===== src/rtl/core/gcc_pkg.sv =====
package gcc_pkg;

    localparam int EDGE_BITS = 28;
    localparam int COUNT_BITS = 28;
    localparam logic [COUNT_BITS-1:0] COUNT_MAX = 28'h0FFF_FFFF;

    // excluded node codes are 3 bits wide, so they span this many nodes
    localparam int NODE_CODES = 8;
    localparam int NODE_CODE_BITS = 3;

    localparam int CFG_INDEX_BITS = 2;
    localparam int CFG_DATA_BITS = 3;
    localparam logic [CFG_INDEX_BITS-1:0] CFG_EXCLUSION_ENABLE = 2'd0;
    localparam logic [CFG_INDEX_BITS-1:0] CFG_EXCLUDED_NODE_A = 2'd1;
    localparam logic [CFG_INDEX_BITS-1:0] CFG_EXCLUDED_NODE_B = 2'd2;

    typedef enum logic [1:0] {
        VERDICT_ACCEPTED     = 2'd0,
        VERDICT_EMPTY        = 2'd1,
        VERDICT_EXCLUDED     = 2'd2,
        VERDICT_DISCONNECTED = 2'd3
    } verdict_t;

    // traverse set: graph goes through reachability, else early holds the verdict
    typedef struct packed {
        logic     traverse;
        verdict_t early;
    } class_t;

    typedef enum logic [1:0] {
        B_IDLE,
        B_RUN,
        B_FINISH
    } back_state_t;

endpackage


===== src/rtl/core/graph_connectivity_check.sv =====
// Connectivity check of one undirected graph per request, NODES nodes, edges given as the
// 28 upper-triangle bits of the adjacency matrix (bit 0 is edge (0,1), row-major). The front
// end builds the adjacency rows, finds participants and the excluded-pair hit in the cycle a
// request is taken, and queues up to two classified graphs. The back end grows reachability
// one frontier expansion per cycle and stops as soon as the set stops growing; empty and
// excluded graphs skip the expansion. Sustained rate is set by that expansion loop.
// accepted_total is the saturating count of accepted graphs including the result it comes
// with. Configuration: index 0 exclusion enable, 1 excluded node a, 2 excluded node b, to
// be written by the user only while the block is idle; the block does not enforce this.
module graph_connectivity_check #(
    parameter int NODES = 8
) (
    input  logic                                clk,
    input  logic                                rst_n,
    input  logic                                cfg_we,
    input  logic [gcc_pkg::CFG_INDEX_BITS-1:0]  cfg_index,
    input  logic [gcc_pkg::CFG_DATA_BITS-1:0]   cfg_data,
    input  logic                                in_valid,
    output logic                                in_stall,
    input  logic [gcc_pkg::EDGE_BITS-1:0]       edge_mask,
    output logic                                out_valid,
    input  logic                                out_stall,
    output logic                                is_connected,
    output logic [1:0]                          verdict,
    output logic [gcc_pkg::COUNT_BITS-1:0]      accepted_total
);

    localparam int ADJ_W = NODES * NODES;
    localparam int CLS_W = $bits(gcc_pkg::class_t);
    localparam int QW    = ADJ_W + 2 * NODES + CLS_W;

    logic                   push, pop, q_full, q_empty;
    logic [ADJ_W-1:0]       f_adj;
    logic [NODES-1:0]       f_part, f_start;
    gcc_pkg::class_t        f_cls, q_cls;
    logic [QW-1:0]          q_din, q_dout;

    gcc_front #(.NODES(NODES)) u_front (
        .clk       (clk),
        .rst_n     (rst_n),
        .cfg_we    (cfg_we),
        .cfg_index (cfg_index),
        .cfg_data  (cfg_data),
        .in_valid  (in_valid),
        .in_stall  (in_stall),
        .edge_mask (edge_mask),
        .q_full    (q_full),
        .push      (push),
        .adj_flat  (f_adj),
        .part      (f_part),
        .start     (f_start),
        .cls       (f_cls)
    );

    assign q_din = {f_adj, f_part, f_start, f_cls};

    gcc_queue #(.WIDTH(QW)) u_queue (
        .clk   (clk),
        .rst_n (rst_n),
        .push  (push),
        .din   (q_din),
        .pop   (pop),
        .dout  (q_dout),
        .full  (q_full),
        .empty (q_empty)
    );

    assign q_cls = gcc_pkg::class_t'(q_dout[CLS_W-1:0]);

    gcc_back #(.NODES(NODES)) u_back (
        .clk            (clk),
        .rst_n          (rst_n),
        .q_empty        (q_empty),
        .pop            (pop),
        .q_adj          (q_dout[QW-1 -: ADJ_W]),
        .q_part         (q_dout[CLS_W+2*NODES-1 -: NODES]),
        .q_start        (q_dout[CLS_W+NODES-1 -: NODES]),
        .q_cls          (q_cls),
        .out_valid      (out_valid),
        .out_stall      (out_stall),
        .is_connected   (is_connected),
        .verdict        (verdict),
        .accepted_total (accepted_total)
    );

endmodule


===== src/rtl/core/gcc_front.sv =====
module gcc_front #(
    parameter int NODES = 8
) (
    input  logic                                clk,
    input  logic                                rst_n,
    input  logic                                cfg_we,
    input  logic [gcc_pkg::CFG_INDEX_BITS-1:0]  cfg_index,
    input  logic [gcc_pkg::CFG_DATA_BITS-1:0]   cfg_data,
    input  logic                                in_valid,
    output logic                                in_stall,
    input  logic [gcc_pkg::EDGE_BITS-1:0]       edge_mask,
    input  logic                                q_full,
    output logic                                push,
    output logic [NODES*NODES-1:0]              adj_flat,
    output logic [NODES-1:0]                    part,
    output logic [NODES-1:0]                    start,
    output gcc_pkg::class_t                     cls
);

    logic                                  exclusion_enable_reg;
    logic [gcc_pkg::NODE_CODE_BITS-1:0]    excluded_node_a_reg;
    logic [gcc_pkg::NODE_CODE_BITS-1:0]    excluded_node_b_reg;
    logic [gcc_pkg::NODE_CODES-1:0]        part8;
    logic                                  pair_hit;

    always_ff @(posedge clk or negedge rst_n)
    begin
        if (!rst_n)
        begin
            exclusion_enable_reg <= 1'b1;
            excluded_node_a_reg  <= 3'd0;
            excluded_node_b_reg  <= 3'd1;
        end
        else if (cfg_we)
        begin
            case (cfg_index)
                gcc_pkg::CFG_EXCLUSION_ENABLE: exclusion_enable_reg <= cfg_data[0];
                gcc_pkg::CFG_EXCLUDED_NODE_A:  excluded_node_a_reg  <= cfg_data;
                gcc_pkg::CFG_EXCLUDED_NODE_B:  excluded_node_b_reg  <= cfg_data;
                default:                       ;
            endcase
        end
    end

    assign in_stall = q_full;
    assign push     = in_valid && !q_full;

    // row-major upper triangle: pair (r,c), r<c, sits at r*(2N-r-1)/2 + c-r-1
    for (genvar r = 0; r < NODES; r++)
    begin : g_row
        for (genvar c = 0; c < NODES; c++)
        begin : g_col
            localparam int LO = (r < c) ? r : c;
            localparam int HI = (r < c) ? c : r;
            localparam int BIT = LO * (2 * NODES - LO - 1) / 2 + HI - LO - 1;
            if (r != c && BIT < gcc_pkg::EDGE_BITS)
            begin : g_edge
                assign adj_flat[r*NODES+c] = edge_mask[BIT];
            end
            else
            begin : g_none
                assign adj_flat[r*NODES+c] = 1'b0;
            end
        end
        assign part[r] = |adj_flat[r*NODES +: NODES];
    end

    // node codes at or above NODES never take part
    for (genvar k = 0; k < gcc_pkg::NODE_CODES; k++)
    begin : g_code
        if (k < NODES)
        begin : g_in
            assign part8[k] = part[k];
        end
        else
        begin : g_out
            assign part8[k] = 1'b0;
        end
    end

    assign pair_hit = exclusion_enable_reg && part8[excluded_node_a_reg]
                      && part8[excluded_node_b_reg];

    // lowest participant as a one-hot seed
    assign start = part & (~part + {{(NODES-1){1'b0}}, 1'b1});

    always_comb
    begin
        cls.traverse = (part != '0) && !pair_hit;
        if (part == '0)
            cls.early = gcc_pkg::VERDICT_EMPTY;
        else if (pair_hit)
            cls.early = gcc_pkg::VERDICT_EXCLUDED;
        else
            cls.early = gcc_pkg::VERDICT_ACCEPTED;
    end

endmodule


===== src/rtl/core/gcc_queue.sv =====
module gcc_queue #(
    parameter int WIDTH = 8
) (
    input  logic             clk,
    input  logic             rst_n,
    input  logic             push,
    input  logic [WIDTH-1:0] din,
    input  logic             pop,
    output logic [WIDTH-1:0] dout,
    output logic             full,
    output logic             empty
);

    logic [WIDTH-1:0] entries_reg [2];
    logic             wr_ptr_reg;
    logic             rd_ptr_reg;
    logic [1:0]       count_reg;

    assign full  = (count_reg == 2'd2);
    assign empty = (count_reg == 2'd0);
    assign dout  = entries_reg[rd_ptr_reg];

    always_ff @(posedge clk)
    begin
        if (push)
            entries_reg[wr_ptr_reg] <= din;
    end

    always_ff @(posedge clk or negedge rst_n)
    begin
        if (!rst_n)
        begin
            wr_ptr_reg <= 1'b0;
            rd_ptr_reg <= 1'b0;
            count_reg  <= 2'd0;
        end
        else
        begin
            if (push)
                wr_ptr_reg <= !wr_ptr_reg;
            if (pop)
                rd_ptr_reg <= !rd_ptr_reg;
            if (push && !pop)
                count_reg <= count_reg + 2'd1;
            else if (pop && !push)
                count_reg <= count_reg - 2'd1;
        end
    end

endmodule


===== src/rtl/core/gcc_back.sv =====
module gcc_back #(
    parameter int NODES = 8
) (
    input  logic                              clk,
    input  logic                              rst_n,
    input  logic                              q_empty,
    output logic                              pop,
    input  logic [NODES*NODES-1:0]            q_adj,
    input  logic [NODES-1:0]                  q_part,
    input  logic [NODES-1:0]                  q_start,
    input  gcc_pkg::class_t                   q_cls,
    output logic                              out_valid,
    input  logic                              out_stall,
    output logic                              is_connected,
    output logic [1:0]                        verdict,
    output logic [gcc_pkg::COUNT_BITS-1:0]    accepted_total
);

    gcc_pkg::back_state_t              state_reg, state_next;
    logic [NODES*NODES-1:0]            adj_reg;
    logic [NODES-1:0]                  part_reg;
    logic [NODES-1:0]                  reach_reg;
    gcc_pkg::class_t                   cls_reg;
    logic                              out_valid_reg;
    logic                              is_connected_reg;
    gcc_pkg::verdict_t                 verdict_reg;
    logic [gcc_pkg::COUNT_BITS-1:0]    count_reg, count_next;
    logic [NODES-1:0]                  grown;
    logic                              load, advance, finish, slot_free;
    gcc_pkg::verdict_t                 final_verdict;

    // one frontier expansion
    always_comb
    begin
        grown = reach_reg;
        for (int i = 0; i < NODES; i++)
            if (reach_reg[i])
                grown = grown | adj_reg[i*NODES +: NODES];
    end

    assign slot_free = !out_valid_reg || !out_stall;

    always_comb
    begin
        if (!cls_reg.traverse)
            final_verdict = cls_reg.early;
        else if ((part_reg & ~reach_reg) == '0)
            final_verdict = gcc_pkg::VERDICT_ACCEPTED;
        else
            final_verdict = gcc_pkg::VERDICT_DISCONNECTED;
        if (final_verdict == gcc_pkg::VERDICT_ACCEPTED && count_reg != gcc_pkg::COUNT_MAX)
            count_next = count_reg + {{(gcc_pkg::COUNT_BITS-1){1'b0}}, 1'b1};
        else
            count_next = count_reg;
    end

    always_ff @(posedge clk or negedge rst_n)
    begin
        if (!rst_n)
            state_reg <= gcc_pkg::B_IDLE;
        else
            state_reg <= state_next;
    end

    always_comb
    begin
        state_next = state_reg;
        pop        = 1'b0;
        load       = 1'b0;
        advance    = 1'b0;
        finish     = 1'b0;
        case (state_reg)
            gcc_pkg::B_IDLE:
            begin
                if (!q_empty)
                begin
                    pop  = 1'b1;
                    load = 1'b1;
                    state_next = q_cls.traverse ? gcc_pkg::B_RUN : gcc_pkg::B_FINISH;
                end
            end
            gcc_pkg::B_RUN:
            begin
                // stop once the reached set no longer grows
                if (grown == reach_reg)
                    state_next = gcc_pkg::B_FINISH;
                else
                    advance = 1'b1;
            end
            gcc_pkg::B_FINISH:
            begin
                if (slot_free)
                begin
                    finish     = 1'b1;
                    state_next = gcc_pkg::B_IDLE;
                end
            end
            default: state_next = gcc_pkg::B_IDLE;
        endcase
    end

    always_ff @(posedge clk or negedge rst_n)
    begin
        if (!rst_n)
        begin
            reach_reg <= '0;
            cls_reg   <= '0;
        end
        else if (load)
        begin
            reach_reg <= q_cls.traverse ? q_start : '0;
            cls_reg   <= q_cls;
        end
        else if (advance)
            reach_reg <= grown;
    end

    always_ff @(posedge clk)
    begin
        if (load)
        begin
            adj_reg  <= q_adj;
            part_reg <= q_part;
        end
        if (finish)
        begin
            verdict_reg      <= final_verdict;
            is_connected_reg <= (final_verdict == gcc_pkg::VERDICT_ACCEPTED);
        end
    end

    always_ff @(posedge clk or negedge rst_n)
    begin
        if (!rst_n)
        begin
            out_valid_reg <= 1'b0;
            count_reg     <= '0;
        end
        else if (finish)
        begin
            out_valid_reg <= 1'b1;
            count_reg     <= count_next;
        end
        else if (out_valid_reg && !out_stall)
            out_valid_reg <= 1'b0;
    end

    assign out_valid      = out_valid_reg;
    assign is_connected   = is_connected_reg;
    assign verdict        = verdict_reg;
    assign accepted_total = count_reg;

`ifndef ASSERT_OFF
    a_count_monotonic: assert property (@(posedge clk) disable iff (!rst_n)
        1 |=> count_reg >= $past(count_reg))
        else $error("accepted count went down");

    a_count_moves_with_accept: assert property (@(posedge clk) disable iff (!rst_n)
        1 |=> (count_reg == $past(count_reg))
              || (out_valid_reg && verdict_reg == gcc_pkg::VERDICT_ACCEPTED))
        else $error("accepted count changed without an accepted result");

    a_flag_matches_verdict: assert property (@(posedge clk) disable iff (!rst_n)
        out_valid_reg |-> is_connected_reg == (verdict_reg == gcc_pkg::VERDICT_ACCEPTED))
        else $error("is_connected disagrees with verdict");

    a_run_seeded: assert property (@(posedge clk) disable iff (!rst_n)
        state_reg == gcc_pkg::B_RUN |-> reach_reg != '0)
        else $error("traversal running with an empty reached set");
`endif

endmodule

===== config.mk =====
export PLATFORM = sky130hd
export DESIGN_NAME = graph_connectivity_check
export DESIGN_NICKNAME = d
export VERILOG_FILES = /design/src/rtl/core/gcc_pkg.sv /design/src/rtl/core/graph_connectivity_check.sv /design/src/rtl/core/gcc_front.sv /design/src/rtl/core/gcc_queue.sv /design/src/rtl/core/gcc_back.sv
export SDC_FILE = /design/constraint.sdc
export NUM_CORES = 1
export LEC_CHECK = 0
export ABC_AREA = 1
export BUFFER_PORTS_ARGS = -buffer_cell sky130_fd_sc_hd__buf_2
export CORE_MARGIN = 5
export CORE_UTILIZATION = 43
export CTS_BUF_LIST = sky130_fd_sc_hd__clkbuf_4
export DETAILED_ROUTE_END_ITERATION = 6
export SLEW_MARGIN = 20
export SYNTH_ARGS = -nofsm -noshare
export SYNTH_HDL_FRONTEND = slang
export SYNTH_SLANG_ARGS = --single-unit
export TNS_END_PERCENT = 50

===== constraint.sdc =====
create_clock -name clk -period 3.1 [get_ports clk]
set_input_delay 0.465 -clock clk [delete_from_list [all_inputs] [get_ports clk]]
set_output_delay 0.465 -clock clk [all_outputs]
set_load 0.005 [all_outputs]

## Word level (Yosys, flattened, before mapping)

Memories as Yosys holds them, arrays and structs flattened.
Cells that the tools add are included.

| storage, ports and cells | value |
|---|---|
| input bits | 38 |
| memory bits (read-only) | 0 |
| bits in latches | 0 |
| bits in writable memories | 150 |
| output and inout port bits | 33 |
| flip-flop bits (word level) | 128 |
| word-level logic and storage cells | 121 |
| memories kept | 1 |

Memories:

| name | words | bits a word | read ports | clocked after Yosys merged registers in | wr ports | RTL line | RTL |
|---|---|---|---|---|---|---|---|
| u_queue.entries_reg | 2 | 75 | 1 | 0 | 1 | gcc_queue.sv:14 | `logic [WIDTH-1:0] entries_reg [2];` |

| cells by class | value |
|---|---|
| shift operators | 0 |
| multiply operators | 0 |
| bitwise gates (word level) | 12 |
| $lt $le $gt $ge | 2 |
| eq/ne operators | 10 |
| multiplexer cells | 36 |
| add/sub/neg operators | 4 |
| reductions and logical operators | 40 |
| div/mod/pow operators | 0 |

Operator list:

| operator | count |
|---|---|
| 8-bit 2-to-1 mux | 11 |
| 8-bit bitwise OR | 8 |
| 7-bit OR reduction | 8 |
| 28-bit by 1-bit adder with 28-bit output, second input constant | 1 |
| 28-bit != test, second input constant | 1 |
| 2-bit 2-to-1 mux | 10 |
| 8-bit bitwise AND | 2 |
| 8-bit zero test | 2 |
| 8-bit NOT | 2 |
| 1-bit 2-to-1 mux | 12 |
| 8-bit by 1-bit adder with 8-bit output, second input constant | 1 |
| 8-bit == test | 1 |
| 1-bit logical AND | 8 |
| 1-bit zero test | 8 |
| 2-bit zero test | 4 |
| 3-bit by 4-bit less-than comparator with 1-bit output, second input constant | 2 |
| 2-bit AND reduction | 4 |
| 8-bit nonzero test | 1 |
| 1-bit binary-select mux with 3-bit select | 2 |
| 2-bit == test, second input constant | 3 |
| 2-bit case mux with 3 select lines | 1 |
| 2-bit nonzero test | 3 |
| 2-bit by 1-bit == test with 1-bit output, second input constant | 2 |
| 2-bit by 1-bit != test with 1-bit output, second input constant | 2 |
| other kinds (5) | 5 |

## Logic depth before layout (Yosys ltp)

Gate-level depths: netlist (run 1).

| depth | value |
|---|---|
| depth after elaboration | 21 |
| mapped depth | 13 |
| gate-level depth less buffers | 12 |

## Hierarchy

Synthesis (run 1) repeated with hierarchy kept, for this count alone.

| unflattened totals | value |
|---|---|
| cells, all modules | 1081 |
| area total of the unflattened synthesis | 13037.5 sq um |

By module, submodules not included:

| module | area each (sq um) | cells an instance | times used | sequential area each (sq um) |
|---|---|---|---|---|
| gcc_queue | 6439.9 | 283 | 1 | 5084.9 |
| gcc_back | 5213.8 | 577 | 1 | 3062.9 |
| gcc_front | 1383.8 | 221 | 1 | 177.7 |

## Least setup slack after synthesis (run 1)

Ideal clock, no wire load.

| timing path | value |
|---|---|
| kind | register -> register |
| start | reg u_queue.count_reg[1] |
| end | mem u_queue.entries_reg[1][0] (netlist bit), enable pin |
| path slack | 0.087 ns |
| arrival | 2.562 ns |
| buffers on the path | 0 |
| library setup time | 0.451 ns |
| data required time | 2.649 ns |
| cell stages (with the launch flop) | 4 |
| clock period less this slack | 3.013 ns |
| cell sequence | dfrtp_1 > inv_1 > o21ai_0 > nor2_1 |

| between the ends | value |
|---|---|
| longest elaborated chain between the ends | 5 |

Ends and longest elaborated chain:

| what | RTL line | RTL |
|---|---|---|
| from (decl) | gcc_queue.sv:17 | `logic [1:0] count_reg;` |
| from (signal assigned) | gcc_queue.sv:44 | `count_reg <= count_reg + 2'd1;` |
| from (signal assigned) | gcc_queue.sv:46 | `count_reg <= count_reg - 2'd1;` |
| 2-bit == test | gcc_queue.sv:19 | `assign full = (count_reg == 2'd2);` |
| 1-bit zero test | gcc_front.sv:46 | `assign push = in_valid && !q_full;` |
| 1-bit logical AND | gcc_front.sv:46 |  |
| 1-bit 2-to-1 mux | gcc_queue.sv:25 | `if (push)` |
| 1-bit 2-to-1 mux (implied by the code) | gcc_queue.sv:26 | `entries_reg[wr_ptr_reg] <= din;` |
| to (decl) | gcc_queue.sv:14 |  |

No other way between the ends.

## Worst setup path in the final report (run 1)

| timing path | value |
|---|---|
| start | reg u_back.count_reg, in the netlist u_back.accepted_total[0] |
| end | reg u_back.count_reg, in the netlist u_back.accepted_total[8] |

| between the ends | value |
|---|---|
| longest elaborated chain between the ends | 3 |
| elaborated cells between the ends (all ways) | 4 |
| classes of those cells | add/sub (1); eq/ne (1); reduce/logical (2) |

Ends and longest elaborated chain:

| what | RTL line | RTL |
|---|---|---|
| from (decl) | gcc_back.sv:27 | `logic [gcc_pkg::COUNT_BITS-1:0] count_reg, count_next;` |
| from (signal assigned) | gcc_back.sv:142 | `count_reg <= count_next;` |
| branches (longest 3 deep; another with 28-bit by 1-bit adder with 28-bit output) | - |  |

Several ways; the timed one is not identified.
A chain may end at the register's enable or synchronous reset.

==> results by group, run 1 <==
Clocking
  • Post-CTS Repair Setup Buffers: 0
  • Worst-Skew Late Latency: 570 ps
  • Total CTS buffers: 17
  • Clock root buffer: clkbuf_4
  • Clock transition at path regs: approximately 180 ps
  • Post-CTS Resized: 0
  • TritonCTS sink count: 184
  • CTS Hold Bufs: 1
  • CTS Buffer Depth: 2
  • CTS tree: done
  • H-tree levels: 4

Power and ir drop
  • IR Drop Worst-Case VDD: 0.365 mV
  • P_leak: about 4.4 nW
  • PD cells: a little over 800 mW/mm2

Logic synthesis
  • Ys Warns: 0
  • Cell count after synthesis: around 940
  • Async set or reset register ratio after synthesis: 0.288
  • Post-synth top flop: edfxtp_1
  • Number of synthesized flops with an enable pin: approximately 130
  • Mapped Area: ~0.0086 mm2
  • Yosys cell types: 38
  • Syn avg cell area: roughly 9.2 um2
  • Flop and latch count out of synthesis: about 180
  • Seq/Total Area, Yosys: 0.609

Place
  • DPL Wire Length: between 10000 and 15000 um
  • Place WS: 865 ps
  • Routability cong.: roughly 0.94
  • Port buffer count: 70

Routing
  • DR WL/cell: between 15 and 20 um
  • Initial DRC Count: ~360
  • Post-route ant nets: 0
  • Routed wire length: roughly 20000 um
  • DR pass1 iterations: 5
  • # DRC: 0
  • Avg Vias per Cell: slightly below 5
  • Vias post-DR: around 6300

Critical path
  • Crit Path Max Fanout: 20
  • Crit. End Element: flip-flop
  • Critical Path Start Type: flip-flop
  • WP data required: ~3600 ps
  • Crit Path Category: reg2reg
  • Crit path arrival time: around 2700 ps

Die
  • Row cnt: a little over 50
  • Die area: ~0.023 mm2
  • Boundary Pins: 71
  • Initial cell density of the core: 0.441
  • Die Ht: approximately 150 um
  • Die X: ~150 um
  • Core box area: about 0.02 mm2

Timing
  • Final setup margin: between 900 and 1000 ps
  • Final Skew: 25.9 ps
  • Setup TNS: 0 ps
  • Endpoints failing setup: 0
  • Slew Limit Fails: 0
  • RSZ-0062 raised after global routing: no
  • Fin. Hold Viols: 0
  • Slew margin rel.: 0.484
  • FMAX: approximately 460 MHz
  • Worst slew pin tran: between 700 and 800 ps
  • Fin crit share: 0.707
  • Final min period: about 2200 ps

Finish
  • Final-stage net count: 1055
  • Layout cells sized above 1: 0.127
  • Most common cell after layout, fill and taps aside: nand2_1
  • Largest register FFs: about 90
  • Area growth syn-to-layout: 10.9%
  • Commonest non-fill, non-tap cells in the layout: nand2_1 (411), edfxtp_1 (131), inv_1 (74)

Global routing
  • Number of global-route vias before repair: approximately 6100
  • Initial antenna violation count: 1
  • All-Layer GR Usage: 0.188
  • Largest net degree at the start of global routing: 48
  • Gr ovfl total: 0
  • First-pass GRT wire length: about 33000 um

Run status
  • Status: finished, final reports clean

Min path
  • Min-delay worst type: in2reg

Job
  • Max_cap viols: 0
[cell families after synthesis]
group,synth area share
compound gates,0.0352
mux,0.00811
simple gates,0.262
fa+ha+maj,0.00290
buf+inv,0.0552
other cells,0.000434
flops,0.609
xor+xnor,0.0264
[routing by layer]
layer / global-route usage / up-vias / share of wire
met1: 0.282 / 2928 / 0.50
met4: 0.0485 / 0 / 0.013
met3: 0.0437 / 20 / 0.055
met5: 0 / - / 0
li1: - / 3190 / -
met2: 0.274 / 166 / 0.44
[final cells by class]
cell class              instances  area (um2)
well taps                     265         332
diodes                          1        2.50
multi-input cells             653        2920
fillers                      1866       10000
clock inverters                15         204
clock buffers                  17         128
repair buffers                 82         443
inverters                      77         289
flip-flops and latches        184        5260
[final timing paths]
check                                                  start                            to  slack, ps  depth (start not counted)
worst min register to register  u_front.exclusion_enable_reg  u_front.exclusion_enable_reg        510                          2
worst max register to register      u_back.accepted_total[0]      u_back.accepted_total[8]        910                         10
max in group asynchronous                              rst_n     u_back.accepted_total[17]       1870                          3
worst max-delay path                u_back.accepted_total[0]      u_back.accepted_total[8]        910                         10
min in group asynchronous                              rst_n     u_back.accepted_total[10]        380                          2
worst min-delay path                           edge_mask[15]    u_queue.entries_reg[1][56]         80                          1
[cells in the mapped netlist (3+ instances only)]
library cell	instances	area, um2
a21oi_1	5	25.0
and2_1	3	18.8
buf_1	3	11.3
buf_2	3	15.0
buf_4	6	45.0
buf_6	7	78.8
clkbuf_1	6	22.5
clkbuf_2	3	15.0
dfrtp_1	51	1280
edfxtp_1	131	3930
inv_1	74	278
inv_2	3	11.3
mux2i_1	7	70.1
nand2_1	411	1540
nand3_1	33	165
nand4_1	12	75.1
nor2_1	68	255
nor3_1	18	90.1
o21ai_0	43	215
o21ai_1	5	25.0
xnor2_1	5	43.8
xor2_1	21	184
[worst max-delay path, stage by stage (launching register included)]
cell     delay, ps
dfrtp_1        430
ha_1           240
nand2_2         90
nor2_4         190
nand2_2        110
nor3_2         100
nand2_1         90
nor2_2         360
buf_4          330
o21ai_0        120
nand2_1         80
[stage by stage]
step                hold slack [ps]   util  std cells  power [mW]  instance area (um2)
floorplan                       169      -        942        5.72                 8640
global placement                458  0.471       1260        6.50                 9230
detailed placement              462  0.471       1260        6.52                 9230
CTS                            22.7  0.489       1293        7.97                 9570
global route                   25.2  0.489       1294        8.53                 9580
finish                         80.6  0.489       1294        7.89                 9580
[power by group]
group          switching, mW  internal (mW)  total [mW]
registers              0.471           3.53        4.00
clock network          0.935          0.530        1.46
logic                   1.66          0.755        2.42
(Power assumes the default switching activity.)
==> inputs of run 2 (changes only) <==
==> constraint.sdc (replaced) <==
create_clock -name clk -period 2.1 [get_ports clk]
set_input_delay 0.315 -clock clk [delete_from_list [all_inputs] [get_ports clk]]
set_output_delay 0.315 -clock clk [all_outputs]
set_load 0.005 [all_outputs]
==> run 2 against run 1 <==
  * Flip-flop and latch count is the same
  * Die area is the same
  * Non-clock buffer count rose by 55
  * Worst setup slack got worse by 710 ps
  * First-iteration DRC count increased by 49%
  * Critical path type unchanged
==> results by group, run 2 (same netlist as run 1, synthesis figures left out) <==
Run status
  • Status: finished, final reports clean

Clocking
  • Worst-Skew Late Latency: 580 ps (about the same)
  • Clock root buffer: clkbuf_4
  • CTS Buffer Depth: 2 (unchanged)
  • TritonCTS sink count: 184 (unchanged)
  • Clock transition at path regs: 170 ps (about the same)
  • H-tree levels: 4 (unchanged)
  • CTS tree: done
  • Total CTS buffers: 17 (unchanged)

Critical path
  • Worst path depth: 11 (+1)
  • Crit Path Category: reg2reg
  • Worst reg2reg path endpoint: u_back.accepted_total[21]
  • Crit path arrival time: 2370 ps (-330 ps)
  • FF-to-FF Start: u_back.accepted_total[1]
  • R2R Setup Slk: 200 ps (-710 ps)
  • Critical Path Start Type: flip-flop
  • Reg2Reg Depth: 11 (+1)
  • CP delay by family, top: simple AND/OR/NAND/NOR gates
  • Buf/Inv on CP: 1 (unchanged)
  • WP data required: 2560 ps (-1050 ps)
  • Cell Chain, Critical Path: ha_2 > nand2_2 > nor2_4 > nand2_2 > nor3_2 > nand2_1 > nor2_2 > nor2_4 > buf_4 > nand2_1 > nand2_1
  • Max stage delay on crit path: 450 ps (+20 ps)
  • Cell repeated most along the worst path: nand2_1
  • CP max stage cell: dfrtp_1
  • Crit. End Element: flip-flop
  • Crit Path Max Fanout: 18 (-10%)

Routing
  • Initial DRC Count: 539 (+49%)
  • DR WL/cell: 15.1 um (-3.1%)
  • DR pass1 iterations: 5 (unchanged)
  • Vias post-DR: 6512 (+3.3%)
  • Routed wire length: 20400 um (+0.98%)
  • # DRC: 0 (unchanged)
  • Avg Vias per Cell: 4.83 (-0.91%)
  • Post-route ant nets: 0 (unchanged)

Timing
  • Fin crit share: 0.907 (+0.200)
  • Worst slew pin tran: 553 ps (-215 ps)
  • RSZ-0062 raised after global routing: no
  • Slew margin rel.: 0.632 (+0.147)
  • Final Skew: 25.9 ps (+0.0241 ps)
  • Final min period: 1900 ps (-287 ps)
  • FMAX: 525 MHz (+15%)
  • Endpoints failing setup: 0 (unchanged)
  • Fin. Hold Viols: 0 (unchanged)
  • WHS: 103 ps (+22.2 ps)
  • Slew Limit Fails: 0 (unchanged)

Job
  • Max_cap viols: 0 (unchanged)

Min path
  • Min-delay src: cfg_we
  • WHS Path Cells: 3 (+2)
  • Min-delay worst type: in2reg
  • Hold Path Sink: u_front.excluded_node_b_reg[0]

Finish
  • Design area: 0.0100 mm2 (+4.9%)
  • Largest register FFs: 92 (unchanged)
  • Most common cell after layout, fill and taps aside: nand2_1
  • Layout cells sized above 1: 0.144 (+0.0166)
  • Area growth syn-to-layout: 16.4%
  • Final-stage net count: 1110 (+5.2%)
  • Commonest non-fill, non-tap cells in the layout: nand2_1 (411), edfxtp_1 (131), inv_1 (74)
  • Finished Core Util: 0.513 (+0.0241)

Power and ir drop
  • Sw Share: 0.392 (+0.00280)
  • Flop pwr share: 0.505 (-0.003)
  • Internal power: 7.02 mW (+46%)
  • Net Sw Power: 4.52 mW (+47%)
  • Pwr Total: 11.5 mW (+46%)
  • PD cells: 1150 mW/mm2 (+39%)
  • P_leak: 4.63 nW (+5.0%)
  • Comb pwr share: 0.336 (+0.029)
  • IR Drop Worst-Case VDD: 0.540 mV (+48%)
  • Clock share of power: 0.159 (-0.027)

Place
  • Routability cong.: 0.896 (-5.0%)
  • Post-DP Area: 0.00942 mm2 (+2.0%)
  • Port buffer count: 70 (unchanged)
  • DPL Wire Length: 14100 um (-0.41%)

Global routing
  • First-pass GRT wire length: 33300 um (+0.73%)
  • Gr ovfl total: 0 (unchanged)
  • Number of global-route vias before repair: 6071 (-0.066%)
  • All-Layer GR Usage: 0.188 (+0.000863)
  • Initial antenna violation count: 1 (unchanged)
  • Largest net degree at the start of global routing: 54 (+13%)

Die
  • Die X: 152 um (unchanged)
  • Boundary Pins: 71 (unchanged)
  • Die area: 0.0230 mm2 (unchanged)
  • Die Ht: 152 um (unchanged)
  • Core box area: 0.0196 mm2 (unchanged)
  • Row cnt: 51 (unchanged)
  • Initial cell density of the core: 0.441 (unchanged)
-- run 2: worst max path at each step --
stage	from	to	slack, ps
after floorplan	u_queue.count_reg[1]	u_queue.entries_reg[1][0]	-170
after global placement	u_back.accepted_total[1]	u_back.accepted_total[21]	110
after detailed placement	u_back.accepted_total[1]	u_back.accepted_total[3]	100
after CTS	u_back.accepted_total[1]	u_back.accepted_total[14]	60
after global routing	edge_mask[11]	u_queue.entries_reg[1][9]	40
final	u_back.accepted_total[1]	u_back.accepted_total[21]	200
-- run 2: timing repair --
item | in CTS | in global routing
resized for setup | 0 | 5
hold endpoints to repair | 117 | 0
buffers inserted | 0 | 2
hold buffers | 34 | 0
setup endpoints to repair | 0 | 28
-- run 2: metal layers --
metal / part of all wire / global-route usage
met1: 0.49 / 0.287
met2: 0.44 / 0.282
met3: 0.054 / 0.0354
met4: 0.0078 / 0.0431
met5: 0 / 0
-- run 2: metrics by stage --
step | instances | setup slack (ps) | TNS, ps
floorplan | 942 | -174 | -15200
global placement | 1280 | 106 | 0
detailed placement | 1280 | 98.9 | 0
CTS | 1346 | 56.5 | 0
global route | 1349 | 35.4 | 0
finish | 1349 | 196 | 0
-- run 2: worst register-to-register path, delay by kind of cell, from the launching register on --
kind,cells,cell delay (ps)
AND/OR/NAND/NOR,9,900
buffers and inverters,1,200
flip-flops,1,450
adder cells (fa/ha/maj),1,250
-- run 2: final cells by class --
type,count,area (um2)
diodes,1,2.50
clock buffers,17,128
clock inverters,15,136
fillers,1807,9540
inverters,77,289
multi-input cells,653,2920
flip-flops and latches,184,5270
well taps,265,332
repair buffers,137,976
-- run 2: power groups by stage --
stage | Combinational (mW) | Clock [mW] | Sequential (mW)
after floorplan | 2.83 | 0 | 5.61
after global placement | 3.82 | 0 | 5.89
after detailed placement | 3.86 | 0 | 5.89
after CTS | 3.92 | 1.89 | 5.81
after global routing | 4.44 | 2.04 | 5.93
final | 3.88 | 1.83 | 5.83
